--- config.mk ---
export PLATFORM = sky130hd
export DESIGN_NAME = pedal_position_conditioner_core_flat
export DESIGN_NICKNAME = d
export VERILOG_FILES = /design/src/sv/ppc_pkg.sv /design/src/sv/ppc_in_if.sv /design/src/sv/ppc_out_if.sv /design/src/sv/ppc_div.sv /design/src/sv/ppc_mul.sv /design/src/sv/pedal_position_conditioner_core.sv /design/src/flat_wrapper.sv
export SDC_FILE = /design/constraint.sdc
export NUM_CORES = 1
export LEC_CHECK = 0
export BUFFER_PORTS_ARGS = -buffer_cell sky130_fd_sc_hd__clkbuf_2
export CORE_ASPECT_RATIO = 1.4
export CORE_MARGIN = 2
export CORE_UTILIZATION = 27
export DETAILED_ROUTE_END_ITERATION = 8
export HOLD_SLACK_MARGIN = 0.06
export PLACE_DENSITY = 0.52
export SETUP_SLACK_MARGIN = 0.15
export SYNTH_ARGS = -nofsm -noshare
export SYNTH_HDL_FRONTEND = slang
export SYNTH_HIERARCHICAL = 1
export SYNTH_SLANG_ARGS = --single-unit
--- constraint.sdc ---
create_clock -name clk -period 10.2 [get_ports clk]
set_input_delay 2.04 -clock clk [delete_from_list [all_inputs] [get_ports clk]]
set_output_delay 2.04 -clock clk [all_outputs]
set_load 0.02 [all_outputs]
--- src/sv/ppc_pkg.sv ---
package ppc_pkg;

  // Field widths.
  localparam int ADC_W      = 12;
  localparam int POS_W      = 7;
  localparam int VAL_W      = 14;

  // Serial arithmetic units.
  localparam int DIV_W      = 28;
  localparam int DVS_W      = 14;
  localparam int MUL_W      = 15;
  localparam int PROD_W     = 2 * MUL_W;

  // Configuration port.
  localparam int CFG_IDX_W  = 3;
  localparam int CFG_DATA_W = 14;

  localparam logic [CFG_IDX_W-1:0] REG_CAL_LOW       = 3'd0;
  localparam logic [CFG_IDX_W-1:0] REG_CAL_HIGH      = 3'd1;
  localparam logic [CFG_IDX_W-1:0] REG_CURVE_MODE    = 3'd2;
  localparam logic [CFG_IDX_W-1:0] REG_REVERSE       = 3'd3;
  localparam logic [CFG_IDX_W-1:0] REG_FINE_OUTPUT   = 3'd4;
  localparam logic [CFG_IDX_W-1:0] REG_RANGE_LOW     = 3'd5;
  localparam logic [CFG_IDX_W-1:0] REG_RANGE_HIGH    = 3'd6;
  localparam logic [CFG_IDX_W-1:0] REG_SWITCH_LEVELS = 3'd7;

  localparam logic [1:0] CURVE_LINEAR = 2'd0;
  localparam logic [1:0] CURVE_LOG    = 2'd1;
  localparam logic [1:0] CURVE_EXP    = 2'd2;

  // Status of a serial arithmetic unit.
  typedef struct packed {
    logic busy;
    logic done;
  } unit_stat_t;

endpackage

--- src/sv/ppc_in_if.sv ---
interface ppc_in_if;
  logic                       valid;
  logic                       ready;
  logic [ppc_pkg::ADC_W-1:0]  sample;

  modport source (output valid, output sample, input ready);
  modport sink   (input valid, input sample, output ready);
endinterface

--- src/sv/ppc_out_if.sv ---
interface ppc_out_if;
  logic                       valid;
  logic                       ready;
  logic                       send;
  logic [ppc_pkg::VAL_W-1:0]  out_level;
  logic [ppc_pkg::POS_W-1:0]  position;
  logic [ppc_pkg::ADC_W-1:0]  smoothed;
  logic                       toe_event;
  logic                       heel_event;
  logic                       activity;

  modport source (output valid, output send, output out_level, output position,
                  output smoothed, output toe_event, output heel_event,
                  output activity, input ready);
  modport sink   (input valid, input send, input out_level, input position,
                  input smoothed, input toe_event, input heel_event,
                  input activity, output ready);
endinterface

--- src/sv/ppc_div.sv ---
// Restoring divider, one quotient bit per cycle.
module ppc_div (
  input  logic                          clk,
  input  logic                          rst,
  input  logic                          start,
  input  logic [ppc_pkg::DIV_W-1:0]     dividend,
  input  logic [ppc_pkg::DVS_W-1:0]     divisor,
  output logic [ppc_pkg::DIV_W-1:0]     quotient,
  output ppc_pkg::unit_stat_t           stat
);
  localparam int CNT_W = $clog2(ppc_pkg::DIV_W);

  logic [ppc_pkg::DIV_W-1:0] q;
  logic [ppc_pkg::DVS_W-1:0] rem;
  logic [ppc_pkg::DVS_W-1:0] dvs;
  logic [CNT_W-1:0]          cnt;
  logic                      run;
  logic                      done;
  logic [ppc_pkg::DVS_W:0]   trial;
  logic                      fits;

  assign trial = {rem, q[ppc_pkg::DIV_W-1]};
  assign fits  = trial >= {1'b0, dvs};

  always_ff @(posedge clk) begin
    if (rst) begin
      run  <= 1'b0;
      done <= 1'b0;
      cnt  <= '0;
    end else begin
      done <= 1'b0;
      if (start) begin
        run <= 1'b1;
        cnt <= '0;
      end else if (run) begin
        cnt <= cnt + 1'b1;
        if (cnt == CNT_W'(ppc_pkg::DIV_W - 1)) begin
          run  <= 1'b0;
          done <= 1'b1;
        end
      end
    end
  end

  always_ff @(posedge clk) begin
    if (start) begin
      q   <= dividend;
      rem <= '0;
      dvs <= divisor;
    end else if (run) begin
      q   <= {q[ppc_pkg::DIV_W-2:0], fits};
      rem <= fits ? ppc_pkg::DVS_W'(trial - {1'b0, dvs}) : trial[ppc_pkg::DVS_W-1:0];
    end
  end

  assign quotient  = q;
  assign stat.busy = run;
  assign stat.done = done;

endmodule

--- src/sv/ppc_mul.sv ---
// Shift-add multiplier, one multiplier bit per cycle.
module ppc_mul (
  input  logic                          clk,
  input  logic                          rst,
  input  logic                          start,
  input  logic [ppc_pkg::MUL_W-1:0]     a,
  input  logic [ppc_pkg::MUL_W-1:0]     b,
  output logic [ppc_pkg::PROD_W-1:0]    product,
  output ppc_pkg::unit_stat_t           stat
);
  localparam int CNT_W = $clog2(ppc_pkg::MUL_W);

  logic [ppc_pkg::PROD_W-1:0] acc;
  logic [ppc_pkg::PROD_W-1:0] mcand;
  logic [ppc_pkg::MUL_W-1:0]  mplier;
  logic [CNT_W-1:0]           cnt;
  logic                       run;
  logic                       done;

  always_ff @(posedge clk) begin
    if (rst) begin
      run  <= 1'b0;
      done <= 1'b0;
      cnt  <= '0;
    end else begin
      done <= 1'b0;
      if (start) begin
        run <= 1'b1;
        cnt <= '0;
      end else if (run) begin
        cnt <= cnt + 1'b1;
        if (cnt == CNT_W'(ppc_pkg::MUL_W - 1)) begin
          run  <= 1'b0;
          done <= 1'b1;
        end
      end
    end
  end

  always_ff @(posedge clk) begin
    if (start) begin
      acc    <= '0;
      mcand  <= ppc_pkg::PROD_W'(a);
      mplier <= b;
    end else if (run) begin
      acc    <= acc + (mplier[0] ? mcand : '0);
      mcand  <= {mcand[ppc_pkg::PROD_W-2:0], 1'b0};
      mplier <= {1'b0, mplier[ppc_pkg::MUL_W-1:1]};
    end
  end

  assign product   = acc;
  assign stat.busy = run;
  assign stat.done = done;

endmodule

--- src/sv/pedal_position_conditioner_core.sv ---
// Pedal position conditioner. Each word on the samples channel is one averaged
// 12-bit ADC reading of an expression pedal; each produces exactly one result
// word with the EMA-filtered value, the 7-bit position, the scaled output value,
// a send flag when that value changed, toe and heel crossing events and an
// activity flag. The block works on one sample at a time. The work per sample
// is set by one bit-serial divider (up to three divisions: EMA, calibration
// mapping, range scaling) and one bit-serial multiplier (up to three products:
// two curve squares and the range scale). A pedal at an end point with the full
// output range takes the shortest path, a log or exp curve with a scaled range
// the longest. A finished result waits in an output register, so the next
// sample may be taken while it is still pending. Configuration registers are
// written through cfg_we, cfg_index and cfg_data and should only change while
// no sample is in flight.
module pedal_position_conditioner_core (
  input  logic                              clk,
  input  logic                              rst,
  ppc_in_if.sink                            samples,
  ppc_out_if.source                         results,
  input  logic                              cfg_we,
  input  logic [ppc_pkg::CFG_IDX_W-1:0]     cfg_index,
  input  logic [ppc_pkg::CFG_DATA_W-1:0]    cfg_data
);

  localparam logic [3:0] S_IDLE  = 4'd0;
  localparam logic [3:0] S_EMA   = 4'd1;
  localparam logic [3:0] S_MAP   = 4'd2;
  localparam logic [3:0] S_CURVE = 4'd3;
  localparam logic [3:0] S_SQC   = 4'd4;
  localparam logic [3:0] S_SQF   = 4'd5;
  localparam logic [3:0] S_RNG   = 4'd6;
  localparam logic [3:0] S_RMUL  = 4'd7;
  localparam logic [3:0] S_RDIV  = 4'd8;
  localparam logic [3:0] S_FIN   = 4'd9;

  // Configuration registers.
  logic [11:0] cal_low, cal_high;
  logic [1:0]  curve_mode;
  logic        reverse, fine_output;
  logic [6:0]  range_low, range_high;
  logic [13:0] switch_levels;

  // Filter and event state.
  logic [11:0] ema_value, stable_value;
  logic        seeded;
  logic [13:0] last_output;
  logic        output_known;
  logic [6:0]  act_anchor;
  logic        act_anchor_valid;
  logic        toe_ready, heel_ready, sw_started;

  // Sequencer and working registers.
  logic [3:0]  state, state_next;
  logic [10:0] nc;
  logic [14:0] nfn;
  logic [20:0] sqc;
  logic [6:0]  pos_r;
  logic [13:0] fine_r;
  logic [13:0] val_r;
  logic        res_valid;
  logic        commit;

  // Arithmetic units.
  logic                          div_start, mul_start;
  logic [ppc_pkg::DIV_W-1:0]     div_a, div_q;
  logic [ppc_pkg::DVS_W-1:0]     div_b;
  logic [ppc_pkg::MUL_W-1:0]     mul_a, mul_b;
  logic [ppc_pkg::PROD_W-1:0]    mul_p;
  ppc_pkg::unit_stat_t           div_st, mul_st;

  ppc_div u_div (
    .clk(clk), .rst(rst), .start(div_start), .dividend(div_a), .divisor(div_b),
    .quotient(div_q), .stat(div_st)
  );

  ppc_mul u_mul (
    .clk(clk), .rst(rst), .start(mul_start), .a(mul_a), .b(mul_b),
    .product(mul_p), .stat(mul_st)
  );

  // EMA numerator: 100 * ema + alpha * (sample - ema), with alpha 90 for a
  // jump of more than 50 counts and 5 otherwise. The first sample seeds it.
  logic [11:0] e_base, d1;
  logic        s_ge;
  logic [18:0] d1x, ex, ad, base100, ema_num;

  always_comb begin
    e_base  = seeded ? ema_value : samples.sample;
    s_ge    = samples.sample >= e_base;
    d1      = s_ge ? samples.sample - e_base : e_base - samples.sample;
    d1x     = 19'(d1);
    ex      = 19'(e_base);
    ad      = (d1 > 12'd50) ? (d1x << 6) + (d1x << 4) + (d1x << 3) + (d1x << 1)
                            : (d1x << 2) + d1x;
    base100 = (ex << 6) + (ex << 5) + (ex << 2);
    ema_num = s_ge ? base100 + ad : base100 - ad;
  end

  // Dead band on the new filter value. It is released at or beyond an end
  // point so that the ends are always reachable.
  logic [11:0] ema_new, d2, hyst, f_new;
  logic        release_db, at_low, at_high;

  always_comb begin
    ema_new    = div_q[11:0];
    d2         = (ema_new > stable_value) ? ema_new - stable_value
                                          : stable_value - ema_new;
    hyst       = fine_output ? 12'd4 : 12'd16;
    release_db = (d2 >= hyst) || (ema_new <= cal_low) || (ema_new >= cal_high);
    f_new      = release_db ? ema_new : stable_value;
    at_low     = f_new <= cal_low;
    at_high    = f_new >= cal_high;
  end

  // Normalized position: the divider yields n scaled to 16384; the coarse
  // scale to 1024 is its upper ten bits.
  logic [13:0] nf;
  logic [10:0] nc_w, ac;
  logic [14:0] nfn_w, af;

  always_comb begin
    nf    = div_q[13:0];
    nc_w  = reverse ? 11'd1024 - {1'b0, nf[13:4]} : {1'b0, nf[13:4]};
    nfn_w = reverse ? 15'd16384 - {1'b0, nf} : {1'b0, nf};
    ac    = (curve_mode == ppc_pkg::CURVE_LOG) ? 11'd1024 - nc : nc;
    af    = (curve_mode == ppc_pkg::CURVE_LOG) ? 15'd16384 - nfn : nfn;
  end

  // Curve results. Codes other than log and exp are linear.
  logic [17:0] lin_x;
  logic [27:0] sqc_x;
  logic [7:0]  tc, pc;
  logic [14:0] tf, pf;
  logic [6:0]  pos_lin, pos_curve;
  logic [13:0] fine_lin, fine_curve;

  always_comb begin
    lin_x      = (18'(nc) << 7) - 18'(nc);
    pos_lin    = lin_x[16:10];
    fine_lin   = (nfn > 15'd16383) ? 14'd16383 : nfn[13:0];
    sqc_x      = (28'(sqc) << 7) - 28'(sqc);
    tc         = sqc_x[27:20];
    pc         = (curve_mode == ppc_pkg::CURVE_LOG) ? 8'd127 - tc : tc;
    pos_curve  = (pc > 8'd127) ? 7'd127 : pc[6:0];
    tf         = mul_p[28:14];
    pf         = (curve_mode == ppc_pkg::CURVE_LOG) ? 15'd16384 - tf : tf;
    fine_curve = (pf > 15'd16383) ? 14'd16383 : pf[13:0];
  end

  // Range scaling, done in sign and magnitude: the magnitude of the product
  // is rounded half away from zero and then added to or taken from the low end.
  function automatic logic [13:0] end14(input logic [6:0] e);
    end14 = (e == 7'd127) ? 14'd16383 : {e, 7'b0};
  endfunction

  logic        full_range, neg;
  logic [7:0]  sc;
  logic [6:0]  mag_c;
  logic [13:0] lo_f, hi_f, mag_f, mag, vsel;
  logic [14:0] sf;
  logic [6:0]  val_c;
  logic [13:0] val_f;

  always_comb begin
    full_range = (range_low == 7'd0) && (range_high == 7'd127);
    sc         = {1'b0, range_high} - {1'b0, range_low};
    mag_c      = sc[7] ? 7'(-sc) : sc[6:0];
    lo_f       = end14(range_low);
    hi_f       = end14(range_high);
    sf         = {1'b0, hi_f} - {1'b0, lo_f};
    mag_f      = sf[14] ? 14'(-sf) : sf[13:0];
    neg        = fine_output ? sf[14] : sc[7];
    mag        = fine_output ? mag_f : 14'(mag_c);
    vsel       = fine_output ? fine_r : 14'(pos_r);
    val_c      = neg ? range_low - div_q[6:0] : range_low + div_q[6:0];
    val_f      = neg ? lo_f - div_q[13:0] : lo_f + div_q[13:0];
  end

  // Sequencer.
  always_comb begin
    state_next = state;
    div_start  = 1'b0;
    div_a      = '0;
    div_b      = '0;
    mul_start  = 1'b0;
    mul_a      = '0;
    mul_b      = '0;
    case (state)
      S_IDLE: begin
        if (samples.valid) begin
          div_start  = 1'b1;
          div_a      = ppc_pkg::DIV_W'(ema_num);
          div_b      = ppc_pkg::DVS_W'(100);
          state_next = S_EMA;
        end
      end
      S_EMA: begin
        if (div_st.done) begin
          if (at_low || at_high) begin
            state_next = S_RNG;
          end else begin
            div_start  = 1'b1;
            div_a      = ppc_pkg::DIV_W'({f_new - cal_low, 14'b0});
            div_b      = ppc_pkg::DVS_W'(cal_high - cal_low);
            state_next = S_MAP;
          end
        end
      end
      S_MAP: begin
        if (div_st.done) begin
          state_next = S_CURVE;
        end
      end
      S_CURVE: begin
        if (curve_mode == ppc_pkg::CURVE_LOG || curve_mode == ppc_pkg::CURVE_EXP) begin
          mul_start  = 1'b1;
          mul_a      = ppc_pkg::MUL_W'(ac);
          mul_b      = ppc_pkg::MUL_W'(ac);
          state_next = S_SQC;
        end else begin
          state_next = S_RNG;
        end
      end
      S_SQC: begin
        if (mul_st.done) begin
          mul_start  = 1'b1;
          mul_a      = af;
          mul_b      = af;
          state_next = S_SQF;
        end
      end
      S_SQF: begin
        if (mul_st.done) begin
          state_next = S_RNG;
        end
      end
      S_RNG: begin
        if (full_range) begin
          state_next = S_FIN;
        end else begin
          mul_start  = 1'b1;
          mul_a      = ppc_pkg::MUL_W'(vsel);
          mul_b      = ppc_pkg::MUL_W'(mag);
          state_next = S_RMUL;
        end
      end
      S_RMUL: begin
        if (mul_st.done) begin
          div_start  = 1'b1;
          div_a      = ppc_pkg::DIV_W'(mul_p) +
                       (fine_output ? ppc_pkg::DIV_W'(8191) : ppc_pkg::DIV_W'(63));
          div_b      = fine_output ? ppc_pkg::DVS_W'(16383) : ppc_pkg::DVS_W'(127);
          state_next = S_RDIV;
        end
      end
      S_RDIV: begin
        if (div_st.done) begin
          state_next = S_FIN;
        end
      end
      S_FIN: begin
        if (!res_valid || results.ready) begin
          state_next = S_IDLE;
        end
      end
      default: state_next = S_IDLE;
    endcase
  end

  assign samples.ready = (state == S_IDLE);
  assign commit        = (state == S_FIN) && (!res_valid || results.ready);

  // Result of the final step: send, activity and switch events.
  logic [6:0]  moved;
  logic        act_hit, send_w, toe_hit, heel_hit, toe_arm, heel_arm;
  logic [6:0]  toe_lvl, heel_lvl;
  logic [7:0]  pos8, heel8;

  always_comb begin
    moved    = (pos_r > act_anchor) ? pos_r - act_anchor : act_anchor - pos_r;
    act_hit  = act_anchor_valid && (moved >= 7'd4);
    send_w   = !output_known || (last_output != val_r);
    toe_lvl  = switch_levels[13:7];
    heel_lvl = switch_levels[6:0];
    pos8     = {1'b0, pos_r} + 8'd8;
    heel8    = {1'b0, heel_lvl} + 8'd8;
    toe_arm  = pos8 < {1'b0, toe_lvl};
    heel_arm = {1'b0, pos_r} > heel8;
    toe_hit  = sw_started && toe_ready && (pos_r >= toe_lvl);
    heel_hit = sw_started && heel_ready && (pos_r <= heel_lvl);
  end

  always_ff @(posedge clk) begin
    if (rst) begin
      state            <= S_IDLE;
      res_valid        <= 1'b0;
      cal_low          <= 12'd80;
      cal_high         <= 12'd3900;
      curve_mode       <= ppc_pkg::CURVE_LINEAR;
      reverse          <= 1'b0;
      fine_output      <= 1'b0;
      range_low        <= 7'd0;
      range_high       <= 7'd127;
      switch_levels    <= 14'd15367;
      ema_value        <= '0;
      seeded           <= 1'b0;
      stable_value     <= '0;
      last_output      <= '0;
      output_known     <= 1'b0;
      act_anchor       <= '0;
      act_anchor_valid <= 1'b0;
      toe_ready        <= 1'b0;
      heel_ready       <= 1'b0;
      sw_started       <= 1'b0;
    end else begin
      state <= state_next;

      if (cfg_we) begin
        case (cfg_index)
          ppc_pkg::REG_CAL_LOW:       cal_low       <= cfg_data[11:0];
          ppc_pkg::REG_CAL_HIGH:      cal_high      <= cfg_data[11:0];
          ppc_pkg::REG_CURVE_MODE:    curve_mode    <= cfg_data[1:0];
          ppc_pkg::REG_REVERSE:       reverse       <= cfg_data[0];
          ppc_pkg::REG_FINE_OUTPUT:   fine_output   <= cfg_data[0];
          ppc_pkg::REG_RANGE_LOW:     range_low     <= cfg_data[6:0];
          ppc_pkg::REG_RANGE_HIGH:    range_high    <= cfg_data[6:0];
          ppc_pkg::REG_SWITCH_LEVELS: switch_levels <= cfg_data;
          default: ;
        endcase
      end

      if (state == S_EMA && div_st.done) begin
        ema_value    <= ema_new;
        seeded       <= 1'b1;
        stable_value <= f_new;
      end

      // A new result word replaces the one leaving in the same cycle.
      if (commit) begin
        res_valid <= 1'b1;
      end else if (results.ready) begin
        res_valid <= 1'b0;
      end
      if (commit) begin
        last_output  <= val_r;
        output_known <= 1'b1;
        if (!act_anchor_valid || act_hit) begin
          act_anchor <= pos_r;
        end
        act_anchor_valid <= 1'b1;
        sw_started       <= 1'b1;
        if (!sw_started) begin
          toe_ready  <= toe_arm;
          heel_ready <= heel_arm;
        end else begin
          if (toe_hit) begin
            toe_ready <= 1'b0;
          end else if (!toe_ready && toe_arm) begin
            toe_ready <= 1'b1;
          end
          if (heel_hit) begin
            heel_ready <= 1'b0;
          end else if (!heel_ready && heel_arm) begin
            heel_ready <= 1'b1;
          end
        end
      end
    end
  end

  // Working registers and result payload.
  always_ff @(posedge clk) begin
    case (state)
      S_EMA: begin
        if (div_st.done) begin
          if (at_low) begin
            pos_r  <= reverse ? 7'd127 : 7'd0;
            fine_r <= reverse ? 14'd16383 : 14'd0;
          end else if (at_high) begin
            pos_r  <= reverse ? 7'd0 : 7'd127;
            fine_r <= reverse ? 14'd0 : 14'd16383;
          end
        end
      end
      S_MAP: begin
        if (div_st.done) begin
          nc  <= nc_w;
          nfn <= nfn_w;
        end
      end
      S_CURVE: begin
        pos_r  <= pos_lin;
        fine_r <= fine_lin;
      end
      S_SQC: begin
        if (mul_st.done) begin
          sqc <= mul_p[20:0];
        end
      end
      S_SQF: begin
        if (mul_st.done) begin
          pos_r  <= pos_curve;
          fine_r <= fine_curve;
        end
      end
      S_RNG: begin
        val_r <= fine_output ? fine_r : 14'(pos_r);
      end
      S_RDIV: begin
        if (div_st.done) begin
          val_r <= fine_output ? val_f : 14'(val_c);
        end
      end
      default: ;
    endcase

    if (commit) begin
      results.send       <= send_w;
      results.out_level  <= val_r;
      results.position   <= pos_r;
      results.smoothed   <= ema_value;
      results.toe_event  <= toe_hit;
      results.heel_event <= heel_hit;
      results.activity   <= act_hit;
    end
  end

  assign results.valid = res_valid;

  // Assertions.
  a_div_idle_on_start: assert property (@(posedge clk) disable iff (rst)
    div_start |-> !div_st.busy)
    else $error("divider started while busy");

  a_mul_idle_on_start: assert property (@(posedge clk) disable iff (rst)
    mul_start |-> !mul_st.busy)
    else $error("multiplier started while busy");

  a_accept_starts_ema: assert property (@(posedge clk) disable iff (rst)
    (samples.valid && samples.ready) |=> (state == S_EMA && div_st.busy))
    else $error("accepted sample did not start the filter division");

  a_result_from_fin: assert property (@(posedge clk) disable iff (rst)
    $rose(results.valid) |-> $past(state) == S_FIN)
    else $error("result word raised outside the final step");

endmodule
--- src/flat_wrapper.sv ---
// flat-port wrapper written by rule: the top's interface ports become plain ports
module pedal_position_conditioner_core_flat 
  (clk, rst, cfg_we, cfg_index, cfg_data, samples_valid, samples_sample, samples_ready, results_valid, results_send, results_out_level, results_position, results_smoothed, results_toe_event, results_heel_event, results_activity, results_ready);
  ppc_in_if samples_i ();
  ppc_out_if results_i ();
  input  logic clk;
  input  logic rst;
  input  logic cfg_we;
  input  logic [ppc_pkg::CFG_IDX_W-1:0] cfg_index;
  input  logic [ppc_pkg::CFG_DATA_W-1:0] cfg_data;
  input wire logic [$bits(samples_i.valid)-1:0] samples_valid;
  input wire logic [$bits(samples_i.sample)-1:0] samples_sample;
  output wire logic [$bits(samples_i.ready)-1:0] samples_ready;
  output wire logic [$bits(results_i.valid)-1:0] results_valid;
  output wire logic [$bits(results_i.send)-1:0] results_send;
  output wire logic [$bits(results_i.out_level)-1:0] results_out_level;
  output wire logic [$bits(results_i.position)-1:0] results_position;
  output wire logic [$bits(results_i.smoothed)-1:0] results_smoothed;
  output wire logic [$bits(results_i.toe_event)-1:0] results_toe_event;
  output wire logic [$bits(results_i.heel_event)-1:0] results_heel_event;
  output wire logic [$bits(results_i.activity)-1:0] results_activity;
  input wire logic [$bits(results_i.ready)-1:0] results_ready;
  assign samples_i.valid = samples_valid;
  assign samples_i.sample = samples_sample;
  assign samples_ready = samples_i.ready;
  assign results_valid = results_i.valid;
  assign results_send = results_i.send;
  assign results_out_level = results_i.out_level;
  assign results_position = results_i.position;
  assign results_smoothed = results_i.smoothed;
  assign results_toe_event = results_i.toe_event;
  assign results_heel_event = results_i.heel_event;
  assign results_activity = results_i.activity;
  assign results_i.ready = results_ready;
  pedal_position_conditioner_core u_core (.clk(clk), .rst(rst), .samples(samples_i), .results(results_i), .cfg_we(cfg_we), .cfg_index(cfg_index), .cfg_data(cfg_data));
endmodule
### Yosys cells after proc, flatten, opt, wreduce, memory -nomap -nowiden

Index checks and enable logic that the tools add are counted.

| word-level totals | value |
|---|---|
| register bits | 373 |
| latch bits | 0 |
| memory bits (writable) | 0 |
| ROM bits | 0 |
| input port bits | 34 |
| output and inout bits | 39 |
| word-level logic and storage cells | 293 |
| memories kept | 0 |

| operators by class | value |
|---|---|
| $add $sub $neg | 39 |
| multipliers | 0 |
| div/mod/pow operators | 0 |
| order comparisons | 18 |
| equality and inequality tests | 34 |
| shift operators | 0 |
| multiplexer cells | 105 |
| bitwise operators | 2 |
| reductions and logical operators | 49 |

Operators by type and width:

| operator | count |
|---|---|
| 2-to-1 mux 14 bit | 24 |
| 2-to-1 mux 28 bit | 4 |
| 2-to-1 mux 15 bit | 7 |
| case mux 15 bit (3 select lines) | 2 |
| case mux 14 bit (3 select lines) | 2 |
| case mux 28 bit (3 select lines) | 1 |
| 2-to-1 mux 7 bit | 11 |
| subtractor 12 bit | 5 |
| 2-to-1 mux 19 bit | 3 |
| greater-or-equal comparator 12 bit | 4 |
| 2-to-1 mux 12 bit | 4 |
| case mux 4 bit (10 select lines) | 1 |
| 2-to-1 mux 4 bit | 9 |
| adder 30 bit | 1 |
| > comparator 15 x 14 -> 1 bit (second input constant) | 2 |
| 2-to-1 mux 30 bit | 1 |
| subtractor 15 bit (first input constant) | 2 |
| adder 28 bit | 1 |
| case mux 14 bit (2 select lines) | 1 |
| AND reduction 2 bit | 14 |
| subtractor 14 bit | 2 |
| subtractor 28 x 21 -> 28 bit | 1 |
| 2-to-1 mux 26 bit | 1 |
| <= comparator 12 bit | 2 |
| other kinds (73) | 142 |

### Logic depth before layout (Yosys ltp)

| logic depth | value |
|---|---|
| depth after elaboration | 12 |
| mapped depth | 43 |
| gate-level depth less buffers | 39 |

### Cells and area by module

The synthesis kept the hierarchy.

By module, submodules not included:

| module | times used | cells an instance | area an instance (µm²) | sequential area each (µm²) |
|---|---|---|---|---|
| pedal_position_conditioner_core | 1 | 2,838 | 23,341.1 | 5,775.5 |
| ppc_mul | 1 | 528 | 5,016.1 | 1,921.8 |
| ppc_div | 1 | 301 | 3,354.5 | 1,681.6 |

### Least setup slack after synthesis

OpenSTA, ideal clock, no wires.

| timing | value |
|---|---|
| path type | input to register |
| start | in samples_sample[0] |
| end | reg u_core.u_div.q, in the netlist u_core/u_div/quotient[18], data pin |
| library setup time | 260 ps |
| arrival time | 8,986 ps |
| data required time | 9,940 ps |
| path slack | 954 ps |
| stages on the path | 36 |
| path buffers | 2 |
| cell sequence | inv_1 o21a_1 inv_1 ha_1 inv_1 fa_1 nand3_1 a311oi_4 a211o_1 buf_6 buf_4 mux2i_1 xnor2_1 inv_1 fa_1 inv_1 fa_1 inv_1 ha_1 a21o_1 a31o_2 a21oi_1 xor2_1 nand2_1 o21ai_1 nand2_1 or4b_1 a22oi_1 a21oi_1 ha_1 a21oi_1 o21ai_0 xnor2_1 xnor2_1 o21ai_1 mux2_2 |

| between the ends | value |
|---|---|
| cells in the longest elaborated chain, start to end | 12 |
| elaborated cells on any way between the ends | 19 |
| classes of those cells | add/sub: 10; order compare: 2; mux: 7 |

Ends and longest elaborated chain:

| item | line | source |
|---|---|---|
| from (decl) | flat_wrapper.sv:12 | `input wire logic [$bits(samples_i.sample)-1:0] samples_sample;` |
| 2-to-1 mux 12 bit | pedal_position_conditioner_core.sv:87 | `e_base = seeded ? ema_value : samples.sample;` |
| subtractor 12 bit / greater-or-equal comparator 12 bit (equally long branches) | pedal_position_conditioner_core.sv:89, pedal_position_conditioner_core.sv:88 |  |
| 2-to-1 mux 12 bit | pedal_position_conditioner_core.sv:89 | `d1 = s_ge ? samples.sample - e_base : e_base - samples.sample;` |
| adder 18 x 16 -> 19 bit | pedal_position_conditioner_core.sv:92 | `ad = (d1 > 12'd50) ? (d1x << 6) + (d1x << 4) + (d1x << 3) + (d1x << 1)` |
| adder 19 x 15 -> 19 bit | pedal_position_conditioner_core.sv:92 |  |
| adder 19 x 13 -> 19 bit | pedal_position_conditioner_core.sv:92 |  |
| 2-to-1 mux 19 bit | pedal_position_conditioner_core.sv:92 |  |
| subtractor 19 bit / adder 19 bit (equally long branches) | pedal_position_conditioner_core.sv:95 | `ema_num = s_ge ? base100 + ad : base100 - ad;` |
| 2-to-1 mux 19 bit (*) | pedal_position_conditioner_core.sv:95 |  |
| 2-to-1 mux 19 bit (*) | pedal_position_conditioner_core.sv:189 | `if (samples.valid) begin` |
| case mux 28 bit (3 select lines) (*) | pedal_position_conditioner_core.sv:187 | `case (state)` |
| named net u_core.div_a (one bit) | pedal_position_conditioner_core.sv:64 | `logic [ppc_pkg::DIV_W-1:0] div_a, div_q;` |
| 2-to-1 mux 28 bit (*) | ppc_div.sv:46 | `if (start) begin` |
| to (signal assigned) | ppc_div.sv:47 | `q <= dividend;` |
| to (signal assigned) | ppc_div.sv:51 | `q <= {q[ppc_pkg::DIV_W-2:0], fits};` |
| to (decl) | ppc_div.sv:13 | `logic [ppc_pkg::DIV_W-1:0] q;` |

Mark *: on every way through the listed nets, which the timed path passes. The rest lies on a longest branch.
A chain may end at the register's enable or synchronous reset.

### Final worst setup path

Ends and elaborated chain as after synthesis.

==> key figures <==
Layout
  – Number of nets at the end of the flow: 4057
  – Finished layout cell area: 34930 µm²
  – Number of filler instances in the final layout: 12260
  – Share of post-route cells with drive strength above 1: 8.830%
  – Synth-to-layout area growth: 10.84%
  – Core Util, Final: 30.08%
  – Fin cells: 5193

CTS
  – Clock tree from TritonCTS: built
  – Setup Fix Bufs, Post-CTS: 0
  – Clk sinks: 371
  – Clock transition at the register clock pins on the worst setup and hold paths after CTS: 0.06 ns
  – Num CTS Buffers: 40
  – Hold_buf cts: 0
  – CTS H-Tree Depth: 2
  – Number of buffers on the longest clock path: 3
  – Clock root cell: clkbuf_16
  – Source-to-sink clock delay at the later pin of the worst-skew pair: 0.59 ns
  – Number of instances resized during post-cts repair: 0

Timing
  – Slew at the pin closest to its max-slew limit: 1.188 ns
  – Tightest slew margin relative to the limit: 20.69%
  – Hold slack: 0.4572 ns
  – Number of failing setup endpoints in the final timing report: 0
  – Number of hold violations in the final report: 0
  – Number of max-slew violations in the final report: 0
  – Final total negative setup slack: 0 ns
  – Min setup slack post-route: 0.6438 ns
  – Period utilisation layout: 93.69%
  – Layout Skew: 0.01689 ns
  – Maximum frequency from static timing analysis: 104.6 MHz
  – Crit path time final: 9.556 ns
  – Unrepaired setup endpoints after global routing: false

Floorplanning
  – Number of rows created at floorplan: 148
  – Die outline height: 408.2 µm
  – Starting utilization of the core area: 27.14%
  – Area of the die: 119500 µm²
  – CORE AREA: 116100 µm²
  – Die Wd: 292.7 µm
  – I/O pin total: 73

Detailed routing
  – Number of detailed-route iterations in the first pass: 5
  – Met2 wire length: 49.03 mm
  – Total via count in the routed design: 26200
  – Highest routed metal layer: met4
  – Number of nets with antenna violations after routing: 0
  – Post-detailed-route via-to-cell ratio: 5.046
  – Wire length on met3: 2.993 mm
  – # DRC: 0
  – Routed length per instance: 18.28 µm
  – Iteration-0 DRC count of the detailed router: 1379
  – Final WL: 94.92 mm
  – Detailed-route wire length on metal 1: 39.60 mm

Setup path
  – Max stage delay on crit path: 0.55 ns
  – Setup crit end kind: register
  – Worst path most repeated cell: inv_1
  – Launch point of the worst reg-to-reg path: u_core/seeded
  – Critical Path Start: samples_sample[0]
  – Data arrival time of the critical path: 9.90 ns
  – Data required time of the critical path: 10.54 ns
  – Cell with the biggest individual delay on the critical path: or4b_1
  – Category of the critical setup timing path: input pin to register
  – Crit-path max FO: 8
  – CP Launch Type: input pin

Pwr
  – Leakage: 14.10 nW
  – Switching pwr: 4.899 mW
  – Switching part of the total: 47.02%
  – Worst VDD drop: 334.1 µV
  – Flop pwr share: 21.0%
  – Areal power density over the cells: 298.3 nW/µm²
  – Total internal power: 5.520 mW
  – Clock power frac: 14.2%
  – Overall Power: 10.42 mW
  – Combinational share of power: 64.8%

Place
  – HPWL Detailed: 74.39 mm
  – Post-DP Area: 33600 µm²
  – Number of input and output port buffers inserted: 72
  – Pre-CTS setup slack: 0.1559 ns
  – GP Congestion: 0.9235
  – Placed Cells: 5119

GRT
  – Global route overflow: 0
  – Number of global-route vias before repair: 25790
  – Number of antenna violations at the first check in global routing: 1
  – Wire length of the first global-routing pass: 147.1 mm
  – Maximum number of pins on one net before global-route repair: 82
  – All-Layer GR Usage: 15.48%

Outcome
  – Outcome: complete, no violations

Logic synthesis
  – Synthesized Nets: 4037
  – Avg Inst Size Synth: 8.655 µm²
  – Netlist area before placement: 31510 µm²
  – Warnings, synthesis: 6
  – Synthesized instance count: 3641

Worst hold path
  – Hold path startpoint: u_core/cal_low[9]
  – Worst hold path class: register to register

Run
  – Number of max-capacitance violations reported: 0
## worst paths after layout
kind                                                  end  slack, ns  cells past startpoint
worst min-delay path                    u_core/cal_low[9]       0.46                      2
worst max register to register  u_core/u_div/quotient[18]       1.22                     35
worst min register to register          u_core/cal_low[9]       0.46                      2
worst max-delay path            u_core/u_div/quotient[18]       0.64                     36
## registers in the layout, indices dropped and copies added (netlist names), 12 cells and up
name                      flops
u_core/cal_high              12
u_core/cal_low               12
u_core/ema_value             12
u_core/fine_r                14
u_core/last_output           14
u_core/nfn                   15
u_core/results.out_level     14
u_core/results.smoothed      12
u_core/sqc                   21
u_core/stable_value          12
u_core/switch_levels         14
u_core/u_div/dvs             14
u_core/u_div/quotient        28
u_core/u_div/rem             14
u_core/u_mul/mcand           29
u_core/u_mul/mplier          15
u_core/u_mul/product         29
u_core/val_r                 14
## cell usage in the layout, fill, tap and decap left out, types with 71 or more instances in the layout
master / n
nand2_1: 333
ha_1: 325
inv_1: 292
nor2_1: 249
a21oi_1: 246
o21ai_0: 216
xnor2_1: 196
edfxtp_1: 191
dfxtp_1: 178
xor2_1: 102
a21o_1: 90
mux2i_1: 87
nand3_1: 75
clkbuf_2: 71
## critical path: cells and delay by family
family / cells / cell delay, ns
xor gates and xnor gates: 3 / 0.80
AOI/OAI and AO/OA: 11 / 2.11
buffers and inverters: 8 / 0.84
muxes: 2 / 0.40
and+or+nand+nor: 6 / 1.36
adders and majority gates: 6 / 2.34
## layer usage
metal,GRT usage [%],vias to the layer above
li1,-,13000
met1,18.21,12560
met2,29.03,496
met3,1.274,148
met4,5.553,0
met5,0,-
## power groups by stage
stage | combinational [mW] | clock, mW | sequential [mW]
final | 6.75 | 1.48 | 2.19
after global routing | 7.49 | 1.58 | 2.21
after CTS | 6.71 | 1.53 | 2.20
after detailed placement | 6.67 | 0 | 2.23
after global placement | 6.64 | 0 | 2.23
after floorplan | 5.05 | 0 | 2.08
## cell type report
cell class	instances	area (µm²)	area share [%]
well taps	1500	1877	5.373
flip-flops and latches	371	9341	26.74
inverters	296	1111	3.181
clock buffers	57	1207	3.457
diodes	1	2.502	0.007164
multi-input cells	2810	20380	58.35
repair buffers	142	904.6	2.590
clock inverters	16	105.1	0.3009
No activity file was read; power rests on OpenSTA's default activity.
